### config.mk
export PLATFORM = sky130hd
export DESIGN_NAME = header_value_locator
export DESIGN_NICKNAME = d
export VERILOG_FILES = /design/src/rtl/hvl_pkg.sv /design/src/rtl/hvl_csr.sv /design/src/rtl/hvl_in_stage.sv /design/src/rtl/hvl_scan.sv /design/src/rtl/hvl_out_stage.sv /design/src/rtl/header_value_locator.sv
export SDC_FILE = /design/constraint.sdc
export NUM_CORES = 1
export LEC_CHECK = 0
export ABC_AREA = 1
export BUFFER_PORTS_ARGS = -buffer_cell sky130_fd_sc_hd__buf_2
export CAP_MARGIN = 5
export CORE_AREA = 2 2 221 180
export DETAILED_ROUTE_END_ITERATION = 10
export DIE_AREA = 0 0 223 182
export PLACE_DENSITY = 0.58
export SLEW_MARGIN = 20
export SYNTH_ARGS = -nofsm -noshare
export SYNTH_HDL_FRONTEND = slang
export SYNTH_SLANG_ARGS = --single-unit
### constraint.sdc
create_clock -name clock -period 3.2 [get_ports clock]
set_input_delay 0.48 -clock clock [delete_from_list [all_inputs] [get_ports clock]]
set_output_delay 0.48 -clock clock [all_outputs]
set_load 0.1 [all_outputs]
### src/rtl/hvl_pkg.sv
// hvl_pkg: shared types, constants and helpers for the header value locator.
// No dependencies; every rtl file imports it.
`default_nettype none
package hvl_pkg;

   localparam int DEFAULT_MAX_NAME_BYTES   = 16;
   localparam int DEFAULT_MAX_BUFFER_BYTES = 65536;

   localparam int NAME_BYTES_W = 128;
   localparam int NAME_LEN_W   = 5;
   localparam int NAME_IDX_W   = 4;
   localparam int FIELD_W      = 16;
   localparam int CSR_DATA_W   = 64;
   localparam int CSR_INDEX_W  = 2;

   localparam logic [7:0] CH_CR    = 8'h0D;
   localparam logic [7:0] CH_LF    = 8'h0A;
   localparam logic [7:0] CH_COLON = 8'h3A;

   localparam logic [CSR_INDEX_W-1:0] CSR_NAME_LOW  = 2'd0;
   localparam logic [CSR_INDEX_W-1:0] CSR_NAME_HIGH = 2'd1;
   localparam logic [CSR_INDEX_W-1:0] CSR_NAME_LEN  = 2'd2;

   typedef struct packed {
      logic       valid;
      logic       last;
      logic [7:0] data;
   } in_word_type;

   typedef struct packed {
      logic [NAME_BYTES_W-1:0] name_bytes;
      logic [NAME_LEN_W-1:0]   name_length;
   } cfg_type;

   typedef struct packed {
      logic               found;
      logic [FIELD_W-1:0] value_offset;
      logic [FIELD_W-1:0] value_length;
   } result_type;

   function automatic logic [7:0] fold_case(input logic [7:0] c);
      if (c >= 8'h41 && c <= 8'h5A) begin
         return c + 8'h20;
      end
      return c;
   endfunction

endpackage
`default_nettype wire

### src/rtl/hvl_csr.sv
// hvl_csr: configuration registers (name bytes and name length).
// Depends on hvl_pkg.
`default_nettype none
module hvl_csr (
   input  wire logic                           clock,
   input  wire logic                           reset,
   input  wire logic                           csr_valid,
   output logic                                csr_ready,
   input  wire logic [hvl_pkg::CSR_INDEX_W-1:0] csr_index,
   input  wire logic [hvl_pkg::CSR_DATA_W-1:0]  csr_data,
   output hvl_pkg::cfg_type                    cfg
);
   import hvl_pkg::*;

   logic [CSR_DATA_W-1:0] name_low_ff,  name_low_in;
   logic [CSR_DATA_W-1:0] name_high_ff, name_high_in;
   logic [NAME_LEN_W-1:0] name_len_ff,  name_len_in;
   logic                  wr;

   assign csr_ready = 1'b1;
   assign wr        = csr_valid && csr_ready;

   always_comb begin
      name_low_in  = name_low_ff;
      name_high_in = name_high_ff;
      name_len_in  = name_len_ff;
      if (wr) begin
         unique case (csr_index)
            CSR_NAME_LOW:  name_low_in  = csr_data;
            CSR_NAME_HIGH: name_high_in = csr_data;
            CSR_NAME_LEN:  name_len_in  = csr_data[NAME_LEN_W-1:0];
            default: ;
         endcase
      end
   end

   always_ff @(posedge clock) begin
      if (reset) begin
         name_low_ff  <= '0;
         name_high_ff <= '0;
         name_len_ff  <= NAME_LEN_W'(1);
      end else begin
         name_low_ff  <= name_low_in;
         name_high_ff <= name_high_in;
         name_len_ff  <= name_len_in;
      end
   end

   assign cfg.name_bytes  = {name_high_ff, name_low_ff};
   assign cfg.name_length = name_len_ff;

endmodule
`default_nettype wire

### src/rtl/hvl_in_stage.sv
// hvl_in_stage: input register for one byte word; lets non-final bytes through
// while a result waits. Depends on hvl_pkg.
`default_nettype none
module hvl_in_stage (
   input  wire logic         clock,
   input  wire logic         reset,
   input  wire logic         req_tvalid,
   output logic              req_tready,
   input  wire logic [7:0]   req_tdata,
   input  wire logic         req_tlast,
   input  wire logic         out_free,
   output hvl_pkg::in_word_type in_word,
   output logic              take
);
   import hvl_pkg::*;

   logic       valid_ff, valid_in;
   logic       last_ff, last_in;
   logic [7:0] data_ff, data_in;
   logic       acc;

   assign take       = valid_ff && (!last_ff || out_free);
   assign req_tready = !valid_ff || take;
   assign acc        = req_tvalid && req_tready;

   always_comb begin
      valid_in = valid_ff;
      last_in  = last_ff;
      data_in  = data_ff;
      if (acc) begin
         valid_in = 1'b1;
         last_in  = req_tlast;
         data_in  = req_tdata;
      end else if (take) begin
         valid_in = 1'b0;
      end
   end

   always_ff @(posedge clock) begin
      if (reset) begin
         valid_ff <= 1'b0;
      end else begin
         valid_ff <= valid_in;
      end
   end

   always_ff @(posedge clock) begin
      last_ff <= last_in;
      data_ff <= data_in;
   end

   assign in_word.valid = valid_ff;
   assign in_word.last  = last_ff;
   assign in_word.data  = data_ff;

endmodule
`default_nettype wire

### src/rtl/hvl_scan.sv
// hvl_scan: per-byte line and name matching state, value offset/length tracking.
// Depends on hvl_pkg.
`default_nettype none
module hvl_scan #(
   parameter int MAX_NAME_BYTES   = hvl_pkg::DEFAULT_MAX_NAME_BYTES,
   parameter int MAX_BUFFER_BYTES = hvl_pkg::DEFAULT_MAX_BUFFER_BYTES
) (
   input  wire logic                 clock,
   input  wire logic                 reset,
   input  wire hvl_pkg::in_word_type in_word,
   input  wire logic                 take,
   input  wire hvl_pkg::cfg_type     cfg,
   output hvl_pkg::result_type       result
);
   import hvl_pkg::*;

   localparam int POS_W = $clog2(MAX_BUFFER_BYTES + 1);
   localparam int CI_W  = $clog2(MAX_NAME_BYTES + 1);

   typedef enum logic [5:0] {
      PH_FIRST   = 6'b000001,
      PH_COMPARE = 6'b000010,
      PH_SKIP    = 6'b000100,
      PH_COLON   = 6'b001000,
      PH_VALUE   = 6'b010000,
      PH_DONE    = 6'b100000
   } phase_type;

   phase_type         phase_ff, phase_in;
   logic [POS_W-1:0]  pos_ff, pos_in;
   logic              cr_ff, cr_in;
   logic [CI_W-1:0]   ci_ff, ci_in;
   logic [POS_W-1:0]  mo_ff, mo_in;
   logic [POS_W-1:0]  ml_ff, ml_in;

   logic                  active;
   logic                  line_end;
   logic                  found;
   logic [NAME_LEN_W-1:0] n_eff;
   logic [NAME_LEN_W-1:0] ci_ext;
   logic [NAME_IDX_W-1:0] name_idx;
   logic [7:0]            name_chr;
   logic [7:0]            b;

   assign b        = in_word.data;
   assign active   = take && (pos_ff < POS_W'(MAX_BUFFER_BYTES));
   assign line_end = cr_ff && (b == CH_LF);
   assign n_eff    = (cfg.name_length > NAME_LEN_W'(MAX_NAME_BYTES))
                     ? NAME_LEN_W'(MAX_NAME_BYTES) : cfg.name_length;
   assign ci_ext   = NAME_LEN_W'(ci_ff);
   assign name_idx = NAME_IDX_W'(ci_ff);
   assign name_chr = cfg.name_bytes[8*name_idx +: 8];

   always_comb begin
      phase_in = phase_ff;
      pos_in   = pos_ff;
      cr_in    = cr_ff;
      ci_in    = ci_ff;
      mo_in    = mo_ff;
      ml_in    = ml_ff;
      if (active) begin
         unique case (phase_ff)
            PH_FIRST, PH_SKIP: begin
               if (line_end) begin
                  phase_in = PH_COMPARE;
                  ci_in    = '0;
               end
            end
            PH_COMPARE: begin
               if (line_end) begin
                  ci_in = '0;
               end else if (ci_ext < n_eff) begin
                  if (fold_case(b) == fold_case(name_chr)) begin
                     ci_in = CI_W'(ci_ff + 1'b1);
                  end else begin
                     phase_in = PH_SKIP;
                  end
               end else if (b == CH_COLON) begin
                  phase_in = PH_COLON;
                  mo_in    = POS_W'(pos_ff + 1'b1);
                  ml_in    = '0;
               end else begin
                  phase_in = PH_SKIP;
               end
            end
            PH_COLON: begin
               phase_in = PH_VALUE;
               ml_in    = POS_W'(1);
            end
            PH_VALUE: begin
               if (line_end) begin
                  ml_in    = POS_W'(ml_ff - 1'b1);   // CR was counted
                  phase_in = PH_DONE;
               end else begin
                  ml_in = POS_W'(ml_ff + 1'b1);
               end
            end
            PH_DONE: ;
            default: ;
         endcase
         cr_in  = (b == CH_CR);
         pos_in = POS_W'(pos_ff + 1'b1);
      end
   end

   assign found               = (phase_in == PH_VALUE) || (phase_in == PH_DONE);
   assign result.found        = found;
   assign result.value_offset = found ? FIELD_W'(mo_in) : '0;
   assign result.value_length = found ? FIELD_W'(ml_in) : '0;

   always_ff @(posedge clock) begin
      if (reset || (take && in_word.last)) begin
         phase_ff <= PH_FIRST;
         pos_ff   <= '0;
         cr_ff    <= 1'b0;
         ci_ff    <= '0;
         mo_ff    <= '0;
         ml_ff    <= '0;
      end else begin
         phase_ff <= phase_in;
         pos_ff   <= pos_in;
         cr_ff    <= cr_in;
         ci_ff    <= ci_in;
         mo_ff    <= mo_in;
         ml_ff    <= ml_in;
      end
   end

endmodule
`default_nettype wire

### src/rtl/hvl_out_stage.sv
// hvl_out_stage: result register driving the rsp_ channel.
// Depends on hvl_pkg.
`default_nettype none
module hvl_out_stage (
   input  wire logic               clock,
   input  wire logic               reset,
   input  wire logic               load,
   input  wire hvl_pkg::result_type result,
   output logic                    out_free,
   output logic                    rsp_tvalid,
   input  wire logic               rsp_tready,
   output logic [31:0]             rsp_tdata,
   output logic [0:0]              rsp_tuser
);
   import hvl_pkg::*;

   logic       valid_ff, valid_in;
   result_type res_ff, res_in;

   assign out_free = !valid_ff || rsp_tready;

   always_comb begin
      valid_in = valid_ff;
      res_in   = res_ff;
      if (load) begin
         valid_in = 1'b1;
         res_in   = result;
      end else if (rsp_tready) begin
         valid_in = 1'b0;
      end
   end

   always_ff @(posedge clock) begin
      if (reset) begin
         valid_ff <= 1'b0;
      end else begin
         valid_ff <= valid_in;
      end
   end

   always_ff @(posedge clock) begin
      res_ff <= res_in;
   end

   assign rsp_tvalid = valid_ff;
   assign rsp_tdata  = {res_ff.value_length, res_ff.value_offset};
   assign rsp_tuser  = res_ff.found;

endmodule
`default_nettype wire

### src/rtl/header_value_locator.sv
// header_value_locator: finds the first header line whose name matches a
// configured name and reports where its value sits in the byte stream.
// Depends on hvl_pkg, hvl_csr, hvl_in_stage, hvl_scan, hvl_out_stage.
//
// Usage:
//   req_ carries one header byte per word; req_tlast marks the last byte of
//   a buffer. rsp_ carries one word per buffer, issued for the tlast byte.
//   csr_ writes the name (index 0: bytes 0-7, 1: bytes 8-15) and the name
//   length (index 2); writes are always taken and belong between buffers.
//   Throughput is one byte per cycle while no final byte waits: the input
//   register feeds a single pass of compare/track logic that updates the scan
//   state for each byte taken. The last byte passes through the input register,
//   then the result register, before the result word is valid.
//   When rsp_tready is low, non-final bytes still flow through; a final
//   byte waits in the input register until the result register is free,
//   and req_tready drops meanwhile.
//   Reset clears the scan state, empties both registers, clears the name
//   and sets the name length to one.
//   Bytes beyond MAX_BUFFER_BYTES in a buffer are ignored.
`default_nettype none
module header_value_locator #(
   parameter int MAX_NAME_BYTES   = hvl_pkg::DEFAULT_MAX_NAME_BYTES,
   parameter int MAX_BUFFER_BYTES = hvl_pkg::DEFAULT_MAX_BUFFER_BYTES
) (
   input  wire logic                            clock,
   input  wire logic                            reset,
   input  wire logic                            req_tvalid,
   output logic                                 req_tready,
   input  wire logic [7:0]                      req_tdata,   // [7:0] data_byte
   input  wire logic                            req_tlast,
   output logic                                 rsp_tvalid,
   input  wire logic                            rsp_tready,
   output logic [31:0]                          rsp_tdata,   // [15:0] value_offset,
                                                             // [31:16] value_length
   output logic [0:0]                           rsp_tuser,   // [0] found
   input  wire logic                            csr_valid,
   output logic                                 csr_ready,
   input  wire logic [hvl_pkg::CSR_INDEX_W-1:0] csr_index,
   input  wire logic [hvl_pkg::CSR_DATA_W-1:0]  csr_data
);
   import hvl_pkg::*;

   cfg_type     cfg;
   in_word_type in_word;
   result_type  result;
   logic        take;
   logic        out_free;

   hvl_csr u_csr (
      .clock     (clock),
      .reset     (reset),
      .csr_valid (csr_valid),
      .csr_ready (csr_ready),
      .csr_index (csr_index),
      .csr_data  (csr_data),
      .cfg       (cfg)
   );

   hvl_in_stage u_in (
      .clock      (clock),
      .reset      (reset),
      .req_tvalid (req_tvalid),
      .req_tready (req_tready),
      .req_tdata  (req_tdata),
      .req_tlast  (req_tlast),
      .out_free   (out_free),
      .in_word    (in_word),
      .take       (take)
   );

   hvl_scan #(
      .MAX_NAME_BYTES   (MAX_NAME_BYTES),
      .MAX_BUFFER_BYTES (MAX_BUFFER_BYTES)
   ) u_scan (
      .clock   (clock),
      .reset   (reset),
      .in_word (in_word),
      .take    (take),
      .cfg     (cfg),
      .result  (result)
   );

   hvl_out_stage u_out (
      .clock      (clock),
      .reset      (reset),
      .load       (take && in_word.last),
      .result     (result),
      .out_free   (out_free),
      .rsp_tvalid (rsp_tvalid),
      .rsp_tready (rsp_tready),
      .rsp_tdata  (rsp_tdata),
      .rsp_tuser  (rsp_tuser)
   );

   a_nomatch_zero: assert property (@(posedge clock) disable iff (reset)
      (rsp_tvalid && !rsp_tuser[0]) |-> (rsp_tdata == '0))
      else $error("result without match carries nonzero fields");

   a_accept_fills: assert property (@(posedge clock) disable iff (reset)
      (req_tvalid && req_tready) |=> in_word.valid)
      else $error("accepted word missing from input register");

   a_rsp_from_final: assert property (@(posedge clock) disable iff (reset)
      $rose(rsp_tvalid) |-> $past(take && in_word.last))
      else $error("result issued without a final byte");

endmodule
`default_nettype wire
==> results of run 1 <==
kinds of logic (layout without fill, tap and decap cells):
group	Yosys count	in the layout	share of synthesized area (%)
AOI/OAI and AO/OA	377	377	17.07
adders and majority gates	23	23	2.596
buffers and inverters	252	384	9.229
other	1	3	0.03297
DFF	238	238	45.58
xor gates and xnor gates	23	23	1.771
muxes	10	10	0.8800
and+or+nand+nor	600	600	22.84
repair_timing:
action / in CTS / in global routing
buffers inserted: 0 / 9
endpoints found under the setup margin: 0 / 36
resized for setup: 0 / 64
area by class of cell:
cell class	count	area [um^2]	share of cell area, %
sequential	238	5190	37.43
multi-input combinational	1034	5386	38.84
clock inverter	13	101.3	0.7309
inverter	167	634.4	4.575
tap	502	628.1	4.529
clock buffer	38	788.3	5.684
timing repair buffer	166	1134	8.175
antenna	2	5.005	0.03609
placed cells by master, fill, tap and decap left out, types with 5 or more instances in the layout:
cell | netlist | layout
o21ai_2 | 0 | 10
buf_2 | 12 | 114
inv_1 | 159 | 158
ha_4 | 0 | 6
ha_1 | 22 | 16
a21oi_2 | 0 | 8
a21oi_1 | 135 | 126
xor2_1 | 20 | 20
dfxtp_1 | 196 | 194
o21ai_1 | 6 | 11
nand2_2 | 3 | 10
clkbuf_8 | 0 | 5
buf_12 | 0 | 7
or2_2 | 5 | 5
nor2_1 | 198 | 195
inv_2 | 2 | 5
nand2_1 | 202 | 194
buf_4 | 2 | 37
clkinv_1 | 5 | 8
o211ai_1 | 7 | 7
mux2i_1 | 10 | 10
nand3_1 | 127 | 124
clkbuf_16 | 0 | 32
nor3_2 | 0 | 5
nand4_1 | 10 | 10
clkbuf_1 | 60 | 5
edfxtp_1 | 42 | 42
nor3_1 | 13 | 8
nor2_2 | 31 | 34
o21ai_0 | 214 | 199
routing by layer:
metal	global-route usage (%)	wire length (um)
met1	22.52	16310
met2	23.44	13710
met3	3.398	1912
met4	3.758	661
met5	0	81
power by group through the flow:
stage / Sequential [uW] / Combinational (uW) / Clock (uW)
detailed placement: 3270 / 540 / 0
floorplan: 3320 / 306 / 0
finish: 3210 / 546 / 3080
global placement: 3270 / 528 / 0
CTS: 3210 / 542 / 3160
global route: 3220 / 618 / 3280
flip-flops by register name, indices dropped and copies added (netlist names):
register / cells
u_in.last_ff: 1
u_csr.name_low_ff: 64
u_out.rsp_tvalid: 1
u_scan.mo_ff: 16
u_scan.pos_ff: 17
u_csr.name_high_ff: 64
u_out.rsp_tdata: 32
u_in.data_ff: 8
u_scan.ci_ext: 5
u_scan.cr_ff: 1
u_out.rsp_tuser: 1
u_csr.name_len_ff: 5
u_in.valid_ff: 1
u_scan.ml_ff: 16
u_scan.phase_ff: 6
worst paths after layout:
path | startpoint | endpoint | slack, ps | depth (start not counted)
worst max-delay path | u_in.data_ff[1]$_DFFE_PP_ | u_out.rsp_tdata[31]$_SDFFCE_PN0P_ | 150 | 18
worst min register to register | u_csr.name_high_ff[17]$_SDFFE_PP0P_ | u_csr.name_high_ff[17]$_SDFFE_PP0P_ | 450 | 2
worst max register to register | u_in.data_ff[1]$_DFFE_PP_ | u_out.rsp_tdata[31]$_SDFFCE_PN0P_ | 150 | 18
worst min-delay path | req_tlast | u_in.last_ff$_DFFE_PP_ | 100 | 1
worst max-delay path, stage by stage (launching register included):
cell      delay [ps]
edfxtp_1         380
nand2_2           70
nor3_2           210
inv_1            100
nor3_4           190
buf_12           170
buf_12           100
ha_1             250
a21oi_2          150
o21ai_0          110
a21oi_1          190
o21ai_2           80
nand2_1           70
a21boi_0          80
or2_2            290
o21ai_1          120
nand3_1           90
o21ai_2          100
nor2_2            50
metrics by stage:
stage | TNS (ps) | setup slack [ps] | std cells
after floorplan | -22.98 | -22.98 | 1524
final | 0 | 149.6 | 2160
after global routing | -157.2 | -56.31 | 2158
after global placement | 0 | 83.34 | 2094
after CTS | 0 | 42.47 | 2145
after detailed placement | 0 | 60.50 | 2094
==> reports/metrics.yaml, run 1 <==
die_height_um: 182
layout-drive-gt1-share_pct: 18.42
fillers: 4016
io_pins: 116
cap_violations: 0
finClkSkew_ps: 23.89
swShare_pct: 24.96
track_usage_pct: 15.57
p_comb_share_pct: 8.0
rsz0062_at_grt: "yes"
ys_types: 48
area_growth_pct: 21.91
die_x_um: 223
critical_path.endpoint_type: "register"
clkSinkCount: 238
ant_nets: 0
clockRootBuffer: "clkbuf_16"
crit_fanout: 6
pwr_density_cell_mw_per_mm2: 492.8
finalPower_uw: 6834
p_sw_uw: 1706
p_seq_share_pct: 46.9
final_area_mm2: 0.01387
min_period_ps: 3050
ys_ff_latch: 238
initial_core_util_pct: 29.44
status: "completed"
start_kind: "register"
yosys.area.top_type: "dfxtp_1"
yosysMostFrequentCell: "o21ai_0"
worstMarginPinSlew_ps: 1027
setup_viol: 0
syn_area_mm2: 0.01137
cp.required_ps: 3490
die_area_mm2: 0.04059
slew_violations: 0
drc: 0
place_area_mm2: 0.01256
grt_max_degree: 107
core_mm2: 0.03863
yosys_warnings: 0
synth.area.top_cells: "dfxtp_1, edfxtp_1, o21ai_0, nand2_1, nor2_1"
first_global_vias: 9775
p_leak_uw: 0.005712
routed_wl_um: 32680
yosys-top-cells-count: "o21ai_0, nand2_1, nor2_1, dfxtp_1, inv_1"
holdWs_ps: 102.1
final_nets: 1738
cts_tree: "built"
place_hpwl_um: 21420
first_pass_iters: 4
core.rowCount: 65
synthFlopType: "dfxtp_1"
synth_cells: 1524
internal-power_uw: 5128
syn_nets: 1627
antenna_found_initial: 8
path_class: "register to register"
critPathArrivalTime_ps: 3340
clock_power_share_pct: 45.1
worstHoldPathType: "input port to register"
synth_area_per_cell_um2: 7.464
routabilityCongestion: 0.8506
grt_pass1_wl_um: 51670
wl_per_cell_um: 15.13
clock_latency_ps: 550
grt_overflow: 0
yosysTopAreaCellShare_pct: 34.50
synthArstFlopShare_pct: 0
slew-limit-headroom_pct: 31.56
io_buffers: 114
hold_buffers: 0
synth_seq_area_share_pct: 45.58
clkTransAtPathRegs_ps: 60
clockBufferDepth: 3
via_per_inst: 4.791
fmax_mhz: 327.8
drt_iter0_drc: 685
fin_crit_sh_pct: 95.32
irDropWorstVdd_mv: 0.3496
synth_edf_count: 42
hold_viol: 0
num_vias: 10350
cts_buffers: 28
h-tree-depth: 1
fin_util_pct: 35.90
No activity file was read; power rests on OpenSTA's default activity.
==> run 2: changes to the inputs <==
--- a/config.mk
+++ b/config.mk
@@ -12,6 +12,8 @@
 export DETAILED_ROUTE_END_ITERATION = 10
 export DIE_AREA = 0 0 223 182
 export PLACE_DENSITY = 0.58
+export REMOVE_ABC_BUFFERS = 1
+export SETUP_SLACK_MARGIN = 0.05
 export SLEW_MARGIN = 20
 export SYNTH_ARGS = -nofsm -noshare
 export SYNTH_HDL_FRONTEND = slang
==> run 2 against run 1 <==
  * Largest power group is now clock
  * Sequential share of layout area fell by 0.39 points
  * Clock skew shrank 2.6 ps
  * Via count shrank 0.67%
==> reports/metrics.yaml, run 2 (synthesis gave the netlist of run 1 again) <==
core_mm2: 0.03863  # unchanged
irDropWorstVdd_mv: 0.3352  # -4.1%
min_period_ps: 3008  # -42.63 ps
antenna_found_initial: 9  # +1
rrSetupSlack_ps: 190  # +40 ps
slew_violations: 0  # unchanged
cpMostUsedCell: "nand2_2"
hold_viol: 0  # unchanged
p_leak_uw: 0.005790  # +1.4%
die_x_um: 223  # unchanged
h-tree-depth: 1  # unchanged
ant_nets: 0  # unchanged
critPathLaunch: "u_in.data_ff[2]$_DFFE_PP_"
critPathSlowestCell: "edfxtp_1"
cp.required_ps: 3500  # about the same
grt_pass1_wl_um: 51270  # -0.77%
finalWorstSetupSlack_ps: 192.3  # +42.63 ps
wl_per_cell_um: 14.45  # -4.5%
layout-drive-gt1-share_pct: 18.86  # +0.44 points
initial_core_util_pct: 29.44  # unchanged
clockRootBuffer: "clkbuf_16"
slew-limit-headroom_pct: 55.66  # +24 points
io_buffers: 114  # unchanged
core.rowCount: 65  # unchanged
cts_buffers: 28  # unchanged
critical_path.endpoint_type: "register"
final_cells: 2173  # +0.60%
holdWs_ps: 94.90  # -7.205 ps
drc: 0  # unchanged
hp-start: "req_tdata[4]"
finClkSkew_ps: 21.28  # -2.603 ps
first_global_vias: 9938  # +1.7%
r2r-end: "u_out.rsp_tdata[25]$_SDFFCE_PN0P_"
clkTransAtPathRegs_ps: 60  # about the same
cap_violations: 0  # unchanged
setup_tns_ps: 0  # unchanged
worstMarginPinSlew_ps: 664.2  # -362.5 ps
rsz0062_at_grt: "yes"
hold_buffers: 0  # unchanged
r2r_cells: 20  # +2
io_pins: 116  # unchanged
routed_wl_um: 31390  # -3.9%
final_nets: 1747  # +0.52%
crit_chain: "nor3_2, inv_1, nor3_4, buf_6, ha_4, a21oi_2, nand2_2, nand2_2, nand2_2, a21oi_4, nor2_2, o21ai_1, nand2_1, a21boi_2, buf_4, nand2_2, nand3_2, nand3_1, o21ai_2, nor2_2"
cp-endpoint: "u_out.rsp_tdata[25]$_SDFFCE_PN0P_"
crit_fanout: 3  # -3
worstHoldPathType: "input port to register"
setup_viol: 0  # unchanged
final_common_cell: "o21ai_0"
drt_iter0_drc: 643  # -6.1%
area_growth_pct: 23.15
clkSinkCount: 238  # unchanged
routabilityCongestion: 0.8465  # -0.48%
die_area_mm2: 0.04059  # unchanged
critPathArrivalTime_ps: 3310  # -30 ps
place_hpwl_um: 20960  # -2.2%
fmax_mhz: 332.5  # +1.4%
worstReg2RegStart: "u_in.data_ff[2]$_DFFE_PP_"
grt_overflow: 0  # unchanged
fin_crit_sh_pct: 93.99  # -1.3 points
cts_tree: "built"
dp.cells: 2106  # +0.57%
fin_util_pct: 36.26  # +0.37 points
clockBufferDepth: 3  # unchanged
grt_max_degree: 102  # -4.7%
num_vias: 10280  # -0.67%
critPathMaxStageDelay_ps: 420  # +40 ps
via_per_inst: 4.731  # -1.3%
first_pass_iters: 5  # +1
die_height_um: 182  # unchanged
path_class: "register to register"
pwr_density_cell_mw_per_mm2: 510.0  # +3.5%
place_ws_ps: -92.32  # -152.8 ps
clock_latency_ps: 560  # about the same
start_kind: "register"
status: "completed"
track_usage_pct: 15.28  # -0.29 points
mostFrequentLayoutCells: "o21ai_0, nor2_1, nand2_1, dfxtp_1, inv_1"
[run 2: worst min path at each step]
stage,slack (ps),endpoint,depth (start not counted)
4_1_cts,70,u_in.data_ff[2]$_DFFE_PP_,1
3_5_place_dp,440,u_csr.name_high_ff[38]$_SDFFE_PP0P_,2
2_1_floorplan,430,u_csr.name_high_ff[16]$_SDFFE_PP0P_,2
5_1_grt,70,u_in.data_ff[2]$_DFFE_PP_,1
3_3_place_gp,430,u_csr.name_high_ff[51]$_SDFFE_PP0P_,2
6_report,90,u_in.data_ff[4]$_DFFE_PP_,1
[run 2: power breakdown]
part           switching (uW)  internal, uW
logic                     370           172
clock network            1280          2120
registers                45.1          3160
total                    1690          5450
[run 2: metrics by stage]
| step | total power [uW] | area, um^2 |
|---|---|---|
| global route | 7437 | 14000 |
| detailed placement | 3810 | 12650 |
| global placement | 3796 | 12650 |
| floorplan | 3613 | 10950 |
| finish | 7145 | 14010 |
| CTS | 7240 | 13720 |
[run 2: critical path, delay by kind of cell (launching register included)]
kind	cells	cell delay [ps]
AND/OR/NAND/NOR	11	1010
adder cells (fa/ha/maj)	1	200
buffers and inverters	3	390
flip-flops	1	420
AO/OA/AOI/OAI	5	710
[run 2: cell type report]
cell class | instances | area [um^2]
fillers | 3994 | 24620
multi-input cells | 1034 | 5383
flip-flops and latches | 238 | 5189
well taps | 502 | 628.1
clock inverters | 7 | 125.1
diodes | 6 | 15.01
repair buffers | 175 | 1159
clock buffers | 44 | 880.8
inverters | 167 | 629.4
[run 2: repair_timing]
item / CTS / global route
pin swaps: 2 / 17
endpoints found under the setup margin: 8 / 41
setup buffers: 5 / 5
resized for setup: 17 / 57
[run 2: routing by layer]
layer	routed length (um)	global-route usage (%)	vias up
met4	760	4.081	6
met1	15580	21.39	4752
met5	31	0	-
met3	1782	3.204	51
li1	-	-	5263
met2	13240	23.81	208
